==> src/clock_control_register_block_unit_assert.svh <==
// assertion macros for the clock control register block
`ifndef CLOCK_CONTROL_REGISTER_BLOCK_UNIT_ASSERT_SVH
`define CLOCK_CONTROL_REGISTER_BLOCK_UNIT_ASSERT_SVH

// same-cycle implication
`define CCRB_ASSERT_IMP(label, ck, rs, ante, cons, msg) \
  label: assert property (@(posedge ck) disable iff (rs) (ante) |-> (cons)) \
    else $error(msg);

// next-cycle implication
`define CCRB_ASSERT_NXT(label, ck, rs, ante, cons, msg) \
  label: assert property (@(posedge ck) disable iff (rs) (ante) |=> (cons)) \
    else $error(msg);

`endif

==> src/ccrb_pkg.sv <==
// types, constants and helpers shared by the clock control register block
package ccrb_pkg;

  localparam int DIV_W = 33;
  localparam int DVS_W = 5;

  localparam logic [5:0] W_CTRL     = 6'd0;
  localparam logic [5:0] W_CFG      = 6'd2;
  localparam logic [5:0] W_PLL      = 6'd3;
  localparam logic [5:0] W_FLAGS    = 6'd7;
  localparam logic [5:0] W_CLEAR    = 6'd8;
  localparam logic [5:0] W_BACKUP   = 6'd36;
  localparam logic [5:0] W_LOWSPEED = 6'd37;
  localparam logic [5:0] W_OSC48    = 6'd38;

  localparam logic [31:0] CTRL_RESET = 32'h0000_0500;
  localparam logic [31:0] CFG_RESET  = 32'h0000_0005;

  localparam logic [31:0] HZ_4M     = 32'd4000000;
  localparam logic [31:0] HZ_16M    = 32'd16000000;
  localparam logic [25:0] HSE_RESET = 26'd8000000;

  localparam logic [1:0] SEL_MSI = 2'd0;
  localparam logic [1:0] SEL_HSI = 2'd1;
  localparam logic [1:0] SEL_HSE = 2'd2;
  localparam logic [1:0] SEL_PLL = 2'd3;

  localparam logic [1:0] PSRC_NONE = 2'd0;
  localparam logic [1:0] PSRC_MSI  = 2'd1;
  localparam logic [1:0] PSRC_HSI  = 2'd2;
  localparam logic [1:0] PSRC_HSE  = 2'd3;

  localparam logic CFG_EXT_FITTED = 1'b0;
  localparam logic CFG_HSE_FREQ   = 1'b1;

  typedef enum logic [3:0] {
    S_IDLE,
    S_APPLY,
    S_READ,
    S_SELECT,
    S_DIV1,
    S_MUL,
    S_DIV2,
    S_CMP,
    S_DONE
  } ccrb_state_t;

  typedef struct packed {
    logic             start;
    logic [DIV_W-1:0] dividend;
    logic [DVS_W-1:0] divisor;
  } ccrb_div_req_t;

  function automatic logic [31:0] refresh_ctrl(input logic [31:0] v, input logic hse);
    logic [31:0] r;
    r     = v;
    r[1]  = v[0];
    r[10] = v[8];
    r[17] = v[16] & hse;
    r[25] = v[24];
    return r;
  endfunction

  function automatic logic [31:0] refresh_low(input logic [31:0] v);
    logic [31:0] r;
    r    = v;
    r[1] = v[0];
    return r;
  endfunction

endpackage

==> src/ccrb_div.sv <==
// shared restoring divider, one quotient bit per cycle
module ccrb_div (
  input  logic                                  clk,
  input  logic                                  rst,
  input  ccrb_pkg::ccrb_div_req_t               req,
  output logic                                  div_done,
  output logic [ccrb_pkg::DIV_W-1:0]            quotient
);

  logic [ccrb_pkg::DIV_W-1:0] quo;
  logic [ccrb_pkg::DVS_W-1:0] rem;
  logic [ccrb_pkg::DVS_W-1:0] dvs;
  logic [5:0]                 cnt;
  logic                       active;
  logic                       done_q;
  logic [ccrb_pkg::DVS_W:0]   trial;
  logic                       fits;

  assign trial = {rem, quo[ccrb_pkg::DIV_W-1]};
  assign fits  = trial >= {1'b0, dvs};

  always_ff @(posedge clk) begin
    if (rst) begin
      active <= 1'b0;
      done_q <= 1'b0;
      cnt    <= '0;
    end else begin
      done_q <= active && !req.start && (cnt == 6'd1);
      if (req.start) begin
        active <= 1'b1;
        cnt    <= 6'(ccrb_pkg::DIV_W);
      end else if (active) begin
        cnt <= cnt - 6'd1;
        if (cnt == 6'd1) begin
          active <= 1'b0;
        end
      end
    end
  end

  always_ff @(posedge clk) begin
    if (req.start) begin
      quo <= req.dividend;
      dvs <= req.divisor;
      rem <= '0;
    end else if (active) begin
      quo <= {quo[ccrb_pkg::DIV_W-2:0], fits};
      rem <= fits ? ccrb_pkg::DVS_W'(trial - {1'b0, dvs}) : trial[ccrb_pkg::DVS_W-1:0];
    end
  end

  assign div_done = done_q;
  assign quotient = quo;

endmodule

==> src/ccrb_ram.sv <==
// general register word storage with per-word valid bits, registered read
module ccrb_ram #(
  parameter int DEPTH = 40,
  parameter int AW    = 6
) (
  input  logic          clk,
  input  logic          rst,
  input  logic          we,
  input  logic [AW-1:0] waddr,
  input  logic [31:0]   wdata,
  input  logic [AW-1:0] raddr,
  output logic [31:0]   rdata
);

  logic [31:0]    mem [DEPTH];
  logic [DEPTH-1:0] valid;
  logic [31:0]    mem_q;
  logic           valid_q;

  always_ff @(posedge clk) begin
    if (we) begin
      mem[waddr] <= wdata;
    end
    mem_q <= mem[raddr];
  end

  always_ff @(posedge clk) begin
    if (rst) begin
      valid   <= '0;
      valid_q <= 1'b0;
    end else begin
      if (we) begin
        valid[waddr] <= 1'b1;
      end
      valid_q <= valid[raddr];
    end
  end

  assign rdata = valid_q ? mem_q : 32'd0;

endmodule

==> src/clock_control_register_block_unit.sv <==
// top level of the clock control register block with access sequencer
//
// Usage: pulse start with kind, byte_offset and write_data while busy is low;
// the request is taken at that edge and busy stays high until the result.
// The result (read_data, system_clock_hz, clock_changed) is shown for one
// cycle with done high; the receiver has no way to hold it off.
// read_data is the addressed word after the access; words at or past
// REGISTER_WORDS read as zero and ignore writes.
// Reads and most writes pass apply, read and done; writes to the control,
// configuration or PLL words also pass select and compare, and when the
// PLL is selected with a source, the frequency is recomputed between them.
// The PLL path runs two passes of one shared divider at one quotient bit
// per cycle with a multiply in between. The next request is taken from the
// cycle after done.
// Configuration writes (cfg_write_en, cfg_index, cfg_data) take effect at
// once and should happen while busy is low.
// Reset restores the register reset values, a 16 MHz system clock, no
// external oscillator and an 8 MHz external frequency setting.
module clock_control_register_block_unit #(
  parameter int REGISTER_WORDS = 40
) (
  input  logic        clk,
  input  logic        rst,
  input  logic        cfg_write_en,
  input  logic        cfg_index,
  input  logic [25:0] cfg_data,
  input  logic        start,
  input  logic        kind,
  input  logic [7:0]  byte_offset,
  input  logic [31:0] write_data,
  output logic        busy,
  output logic        done,
  output logic [31:0] read_data,
  output logic [31:0] system_clock_hz,
  output logic        clock_changed
);

`include "clock_control_register_block_unit_assert.svh"

  localparam int AW = $clog2(REGISTER_WORDS);
  localparam logic [6:0] WORDS = 7'(REGISTER_WORDS);

  ccrb_pkg::ccrb_state_t state, state_next;
  ccrb_pkg::ccrb_div_req_t div_req;

  logic        div_done;
  logic [ccrb_pkg::DIV_W-1:0] quotient;

  logic        ext_fitted;
  logic [25:0] hse_freq;
  logic [31:0] ctrl, cfg, pll, flags, bkp, lsr, o48;
  logic [31:0] cur_hz;
  logic        changed;

  logic        req_kind;
  logic [5:0]  req_word;
  logic [31:0] req_data;
  logic [31:0] rd;
  logic [25:0] q1;
  logic [31:0] next_hz;

  logic        in_range;
  logic        is_write;
  logic        special;
  logic        clock_word;
  logic        use_pll_div;
  logic [31:0] ram_rdata;
  logic        ram_we;
  logic [25:0] ext_hz;
  logic [25:0] pll_src;
  logic [4:0]  pll_m;
  logic [6:0]  pll_n;
  logic [3:0]  pll_r;
  logic [31:0] sel_hz;
  logic [31:0] ctrl_w, bkp_w, lsr_w, o48_w;

  assign in_range = {1'b0, req_word} < WORDS;
  assign is_write = req_kind && in_range;
  assign special  = (req_word == ccrb_pkg::W_CTRL) || (req_word == ccrb_pkg::W_CFG) ||
                    (req_word == ccrb_pkg::W_PLL) || (req_word == ccrb_pkg::W_FLAGS) ||
                    (req_word == ccrb_pkg::W_CLEAR) || (req_word == ccrb_pkg::W_BACKUP) ||
                    (req_word == ccrb_pkg::W_LOWSPEED) || (req_word == ccrb_pkg::W_OSC48);
  assign clock_word = is_write && ((req_word == ccrb_pkg::W_CTRL) ||
                      (req_word == ccrb_pkg::W_CFG) || (req_word == ccrb_pkg::W_PLL));
  assign ram_we = (state == ccrb_pkg::S_APPLY) && is_write && !special;

  assign ext_hz = (hse_freq == 26'd0) ? ccrb_pkg::HSE_RESET : hse_freq;
  assign pll_m  = {1'b0, pll[7:4]} + 5'd1;
  assign pll_n  = (pll[14:8] == 7'd0) ? 7'd1 : pll[14:8];
  assign pll_r  = {({1'b0, pll[26:25]} + 3'd1), 1'b0};

  assign ctrl_w = (req_word == ccrb_pkg::W_CTRL)     ? req_data : ctrl;
  assign bkp_w  = (req_word == ccrb_pkg::W_BACKUP)   ? req_data : bkp;
  assign lsr_w  = (req_word == ccrb_pkg::W_LOWSPEED) ? req_data : lsr;
  assign o48_w  = (req_word == ccrb_pkg::W_OSC48)    ? req_data : o48;

  always_comb begin
    pll_src = ccrb_pkg::HZ_16M[25:0];
    case (pll[1:0])
      ccrb_pkg::PSRC_MSI: pll_src = ccrb_pkg::HZ_4M[25:0];
      ccrb_pkg::PSRC_HSE: pll_src = ext_hz;
      default:            pll_src = ccrb_pkg::HZ_16M[25:0];
    endcase
  end

  always_comb begin
    use_pll_div = 1'b0;
    sel_hz      = ccrb_pkg::HZ_16M;
    unique case (cfg[1:0])
      ccrb_pkg::SEL_MSI: sel_hz = ccrb_pkg::HZ_4M;
      ccrb_pkg::SEL_HSI: sel_hz = ccrb_pkg::HZ_16M;
      ccrb_pkg::SEL_HSE: sel_hz = ext_fitted ? 32'(ext_hz) : ccrb_pkg::HZ_16M;
      ccrb_pkg::SEL_PLL: use_pll_div = (pll[1:0] != ccrb_pkg::PSRC_NONE);
      default:           sel_hz = ccrb_pkg::HZ_16M;
    endcase
  end

  ccrb_ram #(
    .DEPTH(REGISTER_WORDS),
    .AW   (AW)
  ) u_ram (
    .clk  (clk),
    .rst  (rst),
    .we   (ram_we),
    .waddr(req_word[AW-1:0]),
    .wdata(req_data),
    .raddr(req_word[AW-1:0]),
    .rdata(ram_rdata)
  );

  ccrb_div u_div (
    .clk     (clk),
    .rst     (rst),
    .req     (div_req),
    .div_done(div_done),
    .quotient(quotient)
  );

  always_comb begin
    state_next = state;
    unique case (state)
      ccrb_pkg::S_IDLE:   if (start) state_next = ccrb_pkg::S_APPLY;
      ccrb_pkg::S_APPLY:  state_next = ccrb_pkg::S_READ;
      ccrb_pkg::S_READ:   state_next = clock_word ? ccrb_pkg::S_SELECT : ccrb_pkg::S_DONE;
      ccrb_pkg::S_SELECT: state_next = use_pll_div ? ccrb_pkg::S_DIV1 : ccrb_pkg::S_CMP;
      ccrb_pkg::S_DIV1:   if (div_done) state_next = ccrb_pkg::S_MUL;
      ccrb_pkg::S_MUL:    state_next = ccrb_pkg::S_DIV2;
      ccrb_pkg::S_DIV2:   if (div_done) state_next = ccrb_pkg::S_CMP;
      ccrb_pkg::S_CMP:    state_next = ccrb_pkg::S_DONE;
      ccrb_pkg::S_DONE:   state_next = ccrb_pkg::S_IDLE;
      default:            state_next = ccrb_pkg::S_IDLE;
    endcase
  end

  always_comb begin
    busy             = (state != ccrb_pkg::S_IDLE);
    done             = (state == ccrb_pkg::S_DONE);
    clock_changed    = done && changed;
    div_req.start    = 1'b0;
    div_req.dividend = {7'd0, pll_src};
    div_req.divisor  = pll_m;
    unique case (state)
      ccrb_pkg::S_SELECT: div_req.start = use_pll_div;
      ccrb_pkg::S_MUL: begin
        div_req.start    = 1'b1;
        div_req.dividend = {7'd0, q1} * {26'd0, pll_n};
        div_req.divisor  = {1'b0, pll_r};
      end
      default: div_req.start = 1'b0;
    endcase
  end

  always_ff @(posedge clk) begin
    if (rst) begin
      state <= ccrb_pkg::S_IDLE;
    end else begin
      state <= state_next;
    end
  end

  always_ff @(posedge clk) begin
    if (rst) begin
      ext_fitted <= 1'b0;
      hse_freq   <= ccrb_pkg::HSE_RESET;
      ctrl       <= ccrb_pkg::CTRL_RESET;
      cfg        <= ccrb_pkg::CFG_RESET;
      pll        <= '0;
      flags      <= '0;
      bkp        <= '0;
      lsr        <= '0;
      o48        <= '0;
      cur_hz     <= ccrb_pkg::HZ_16M;
      changed    <= 1'b0;
    end else begin
      if (cfg_write_en) begin
        unique case (cfg_index)
          ccrb_pkg::CFG_EXT_FITTED: ext_fitted <= cfg_data[0];
          ccrb_pkg::CFG_HSE_FREQ:   hse_freq   <= cfg_data;
          default:                  ext_fitted <= ext_fitted;
        endcase
      end
      if (state == ccrb_pkg::S_IDLE && start) begin
        changed <= 1'b0;
      end
      if (state == ccrb_pkg::S_APPLY && is_write) begin
        unique case (req_word) inside
          ccrb_pkg::W_CTRL, ccrb_pkg::W_BACKUP, ccrb_pkg::W_LOWSPEED, ccrb_pkg::W_OSC48: begin
            ctrl <= ccrb_pkg::refresh_ctrl(ctrl_w, ext_fitted);
            bkp  <= ccrb_pkg::refresh_low(bkp_w);
            lsr  <= ccrb_pkg::refresh_low(lsr_w);
            o48  <= ccrb_pkg::refresh_low(o48_w);
          end
          ccrb_pkg::W_CFG:   cfg   <= {req_data[31:4], req_data[1:0], req_data[1:0]};
          ccrb_pkg::W_PLL:   pll   <= req_data;
          ccrb_pkg::W_FLAGS: flags <= req_data;
          ccrb_pkg::W_CLEAR: flags <= flags & ~req_data;
          default:           flags <= flags;
        endcase
      end
      if (state == ccrb_pkg::S_CMP && next_hz != 32'd0 && next_hz != cur_hz) begin
        cur_hz  <= next_hz;
        changed <= 1'b1;
      end
    end
  end

  always_ff @(posedge clk) begin
    if (state == ccrb_pkg::S_IDLE && start) begin
      req_kind <= kind;
      req_word <= byte_offset[7:2];
      req_data <= write_data;
    end
    if (state == ccrb_pkg::S_READ) begin
      if (!in_range) begin
        rd <= 32'd0;
      end else begin
        unique case (req_word)
          ccrb_pkg::W_CTRL:     rd <= ctrl;
          ccrb_pkg::W_CFG:      rd <= cfg;
          ccrb_pkg::W_PLL:      rd <= pll;
          ccrb_pkg::W_FLAGS:    rd <= flags;
          ccrb_pkg::W_CLEAR:    rd <= 32'd0;
          ccrb_pkg::W_BACKUP:   rd <= bkp;
          ccrb_pkg::W_LOWSPEED: rd <= lsr;
          ccrb_pkg::W_OSC48:    rd <= o48;
          default:              rd <= req_kind ? req_data : ram_rdata;
        endcase
      end
    end
    if (state == ccrb_pkg::S_SELECT) begin
      next_hz <= sel_hz;
    end
    if (state == ccrb_pkg::S_DIV1 && div_done) begin
      q1 <= quotient[25:0];
    end
    if (state == ccrb_pkg::S_DIV2 && div_done) begin
      next_hz <= quotient[31:0];
    end
  end

  assign read_data       = rd;
  assign system_clock_hz = cur_hz;

  `CCRB_ASSERT_IMP(a_done_in_request, clk, rst, done, busy, "result strobe outside a request")
  `CCRB_ASSERT_NXT(a_accept_busy, clk, rst, start && !busy, busy && !done, "request not held")
  `CCRB_ASSERT_IMP(a_change_with_done, clk, rst, clock_changed, done, "clock change without result")
  `CCRB_ASSERT_IMP(a_change_moves, clk, rst, done && clock_changed, system_clock_hz != $past(system_clock_hz), "clock change with same frequency")
  `CCRB_ASSERT_IMP(a_div_expected, clk, rst, div_done, state == ccrb_pkg::S_DIV1 || state == ccrb_pkg::S_DIV2, "divider finished out of sequence")

endmodule
==> config.mk <==
export PLATFORM = sky130hd
export DESIGN_NAME = clock_control_register_block_unit
export DESIGN_NICKNAME = d
export VERILOG_FILES = /design/src/ccrb_pkg.sv /design/src/ccrb_div.sv /design/src/ccrb_ram.sv /design/src/clock_control_register_block_unit.sv
export VERILOG_INCLUDE_DIRS = /design/src /design/src/src
export SDC_FILE = /design/constraint.sdc
export NUM_CORES = 2
export LEC_CHECK = 0
export BUFFER_PORTS_ARGS = -buffer_cell sky130_fd_sc_hd__buf_2
export CORE_MARGIN = 2
export CORE_UTILIZATION = 50
export CTS_BUF_LIST = sky130_fd_sc_hd__clkbuf_8
export CTS_CLUSTER_DIAMETER = 120
export CTS_CLUSTER_SIZE = 28
export DETAILED_ROUTE_END_ITERATION = 12
export PLACE_DENSITY = 0.7
export SLEW_MARGIN = 10
export SYNTH_ARGS = -nofsm -noshare
export SYNTH_HDL_FRONTEND = slang
export SYNTH_HIERARCHICAL = 1
export SYNTH_SLANG_ARGS = --single-unit
export TNS_END_PERCENT = 50
==> constraint.sdc <==
create_clock -name clk -period 5.7 [get_ports clk]
set_input_delay 0.57 -clock clk [delete_from_list [all_inputs] [get_ports clk]]
set_output_delay 0.57 -clock clk [all_outputs]
set_load 0.05 [all_outputs]
==> impl_metrics.yaml <==
cells_and_area:
  multi_input_area_um2: 25200
  fillers: 12300
  syn_to_final_growth_pct: 7.21
  drive_above_1_share: 0.150
  regArea_um2: 50800
  layout.nets: 5732
yosys:
  synth_top_area_share: 0.560
  synthesis.area_um2: 77600
  synth_warnings: 6
  synth_common_cells: "1,447 x edfxtp_1, 633 x nand2_1, 366 x dfxtp_1"
  synth.distinct_cells: 80
  synth_edf_count: 1447
  avgSynthCellArea_um2: 14.4
  synth.area.top_cells: "edfxtp_1 56%, dfxtp_1 9.4%, mux4_2 5.9%"
  synthCells: 5374
  synth_ff_type: "edfxtp_1"
  synth_largest_area_cell: "edfxtp_1"
  synth_nets: 5626
  synth_most_common_cell: "edfxtp_1"
  synthArstFlopShare: 0
  seq_area_frac_synth: 0.654
  synth_seq_cells: 1813
run_status:
  outcome: "finished, final reports clean"
routing:
  first_pass_iters: 6
  viasPerCell: 6.18
  drc: 0
  wl_per_cell_um: 27.1
  drtIter0Drc: 5706
  ant_nets: 0
  vias: 46900
  routed_wl_um: 206000
critical_path:
  end_kind: "flip-flop"
  cp_top_family: "adder cells"
  r2r_start: "pll[10]"
  cp_num_buf_inv: 4
  slowest_delay_ns: 0.54
  cp_slowest_cell: "fa_1"
  path_max_fanout: 19
  crit_start: "pll[10]"
  crit_chain: "and2_1 -> fa_1 -> inv_1 -> fa_1 -> inv_1 -> fa_1 -> inv_1 -> fa_1 -> inv_1 -> ha_1 -> a21o_1 -> a221oi_4 -> o221ai_2 -> a31o_4 -> o21ba_1 -> or3_1 -> a32o_1 -> mux2_2"
  start_kind: "flip-flop"
  critical_path_class: "flip-flop to flip-flop"
  cp.arrival_ns: 6.16
  required_ns: 6.37
timing:
  rsz0062_at_grt: "false"
  tightest_slew_ns: 1.23
  finalMaxSlewViolations: 0
  setup_viol: 0
  min_period_ns: 5.49
  skew_ns: 0.0779
  timing.final.crit_share: 0.963
  max_slew_margin: 0.179
  fin_setup_tns_ns: 0
  hold_viol_final: 0
  max_freq_ghz: 0.182
clocking:
  post-cts-setup-buffers: 0
  clk_latency_ns: 0.88
  cts_max_level: 3
  ctsLongestPathBuffers: 3
  cts_buffers: 75
  cts_tree: "done"
  root_buffer: "clkbuf_8"
  cts.sinks: 1813
  clk_pin_slew_ns: 0.18
global_route:
  grt_pass1_wl_um: 302000
  globalRoute.totalOverflow: 0
  grt_use_total: 0.257
  antenna_found_initial: 7
  grt_pass1_vias: 45900
  grt_max_degree: 166
min_path:
  min_from: "rst"
  hp-class: "input port to flip-flop"
floorplan:
  die-area_um2: 158000
  die_x_um: 398
  fp.dieH_um: 398
  fp-row-count: 144
  core_area_um2: 154000
  start_util: 0.504
  boundaryPins: 139
pwr:
  p_leak_nw: 28.0
  max-vdd-ir-drop_mv: 0.309
  power.density_nw_per_um2: 261
  p_total_mw: 21.7
placement:
  dp_hpwl_um: 127000
  place.port_buffers: 136
  gp_congestion: 0.903
flow_run:
  maxCapViolCount: 0
## worst reg2reg max path, delay by kind of cell (launching register included)
kind	cells	cell delay (ns)
AOI/OAI and AO/OA	6	1.51
adders and majority gates	5	2.30
buffers and inverters	4	0.21
DFF	1	0.46
muxes	1	0.25
and+or+nand+nor	2	0.55
## where the power goes
part,switching [mW],internal [mW],total (mW)
Combinational,1.36,0.658,2.02
Sequential,0.122,14.5,14.6
Clock,3.84,1.32,5.16
Total,5.32,16.4,21.7
## cell type report
cell class | count | share of cell area
Clock inverter | 54 | 0.00326
Sequential cell | 1813 | 0.610
Clock buffer | 77 | 0.0127
Multi-Input combinational cell | 3071 | 0.303
Timing Repair Buffer | 385 | 0.0340
Antenna cell | 8 | 0.000241
Tap cell | 2044 | 0.0307
Inverter | 134 | 0.00605
## placed cells by master (no fill, tap or decap), drive strengths merged, types with 128 or more instances in the layout
cell type,synthesis,final
dfxtp,366,366
and2,181,181
edfxtp,1447,1447
nand2,633,633
nor2,231,231
mux2,128,128
inv,134,187
mux4,204,204
buf,103,318
mux2i,289,289
a21oi,321,321
a22oi,217,217
## metrics by stage
stage | utilization | hold WS, ns | area, µm² | std cells | worst slack [ns]
2_1_floorplan | - | 0.421 | 77600 | 5374 | 0.216
3_5_place_dp | 0.527 | 0.444 | 81200 | 7380 | 0.0430
4_1_cts | 0.540 | 0.0553 | 83200 | 7578 | 0.0311
3_3_place_gp | 0.527 | 0.439 | 81200 | 7380 | 0.0799
5_1_grt | 0.540 | 0.0988 | 83200 | 7580 | 0.0365
6_report | 0.540 | 0.138 | 83200 | 7586 | 0.212
## per-layer routing
metal	GRT usage	wire, µm
met1	0.359	83000
met3	0.0398	17600
met2	0.406	96200
met4	0.101	9000
met5	0	40
## worst paths after layout
kind / endpoint / slack [ns] / depth (start not counted)
hold / removal: state[1] / 0.14 / 2
setup reg to reg: u_div/quotient[24] / 0.21 / 18
hold reg to reg: cfg[21] / 0.46 / 2
setup / recovery: u_div/quotient[24] / 0.21 / 18
## sequential cells by signal, indices dropped and copies added, names as in the netlist, 6 cells and up
| signal | cells |
|---|---|
| u_ram/mem | 1280 |
| u_ram/valid | 40 |
| u_div/quotient | 33 |
| flags | 32 |
| next_hz | 32 |
| pll | 32 |
| read_data | 32 |
| req_data | 32 |
| system_clock_hz | 32 |
| u_ram/mem_q | 32 |
| bkp | 31 |
| lsr | 31 |
| o48 | 31 |
| cfg | 30 |
| ctrl | 29 |
| hse_freq | 26 |
| q1 | 26 |
| req_word | 6 |
| u_div/cnt | 6 |
## timing repair
| action | 4_1_cts | 5_1_grt |
|---|---|---|
| resized for setup | 0 | 3 |
| endpoints found under the setup margin | 0 | 10 |
| hold endpoints to repair | 67 | 0 |
| hold buffers | 67 | 0 |
## cells by family (layout without fill, tap and decap cells)
logic type,Yosys count,count (layout),share of synthesized area
xor gates and xnor gates,62,62,0.00700
AOI/OAI and AO/OA,893,893,0.0770
and+or+nand+nor,1315,1315,0.0788
buffers and inverters,490,650,0.0271
adders and majority gates,180,180,0.0406
muxes,621,621,0.115
other,0,8,0
DFF,1813,1813,0.654
No activity file was read; power rests on OpenSTA's default activity.
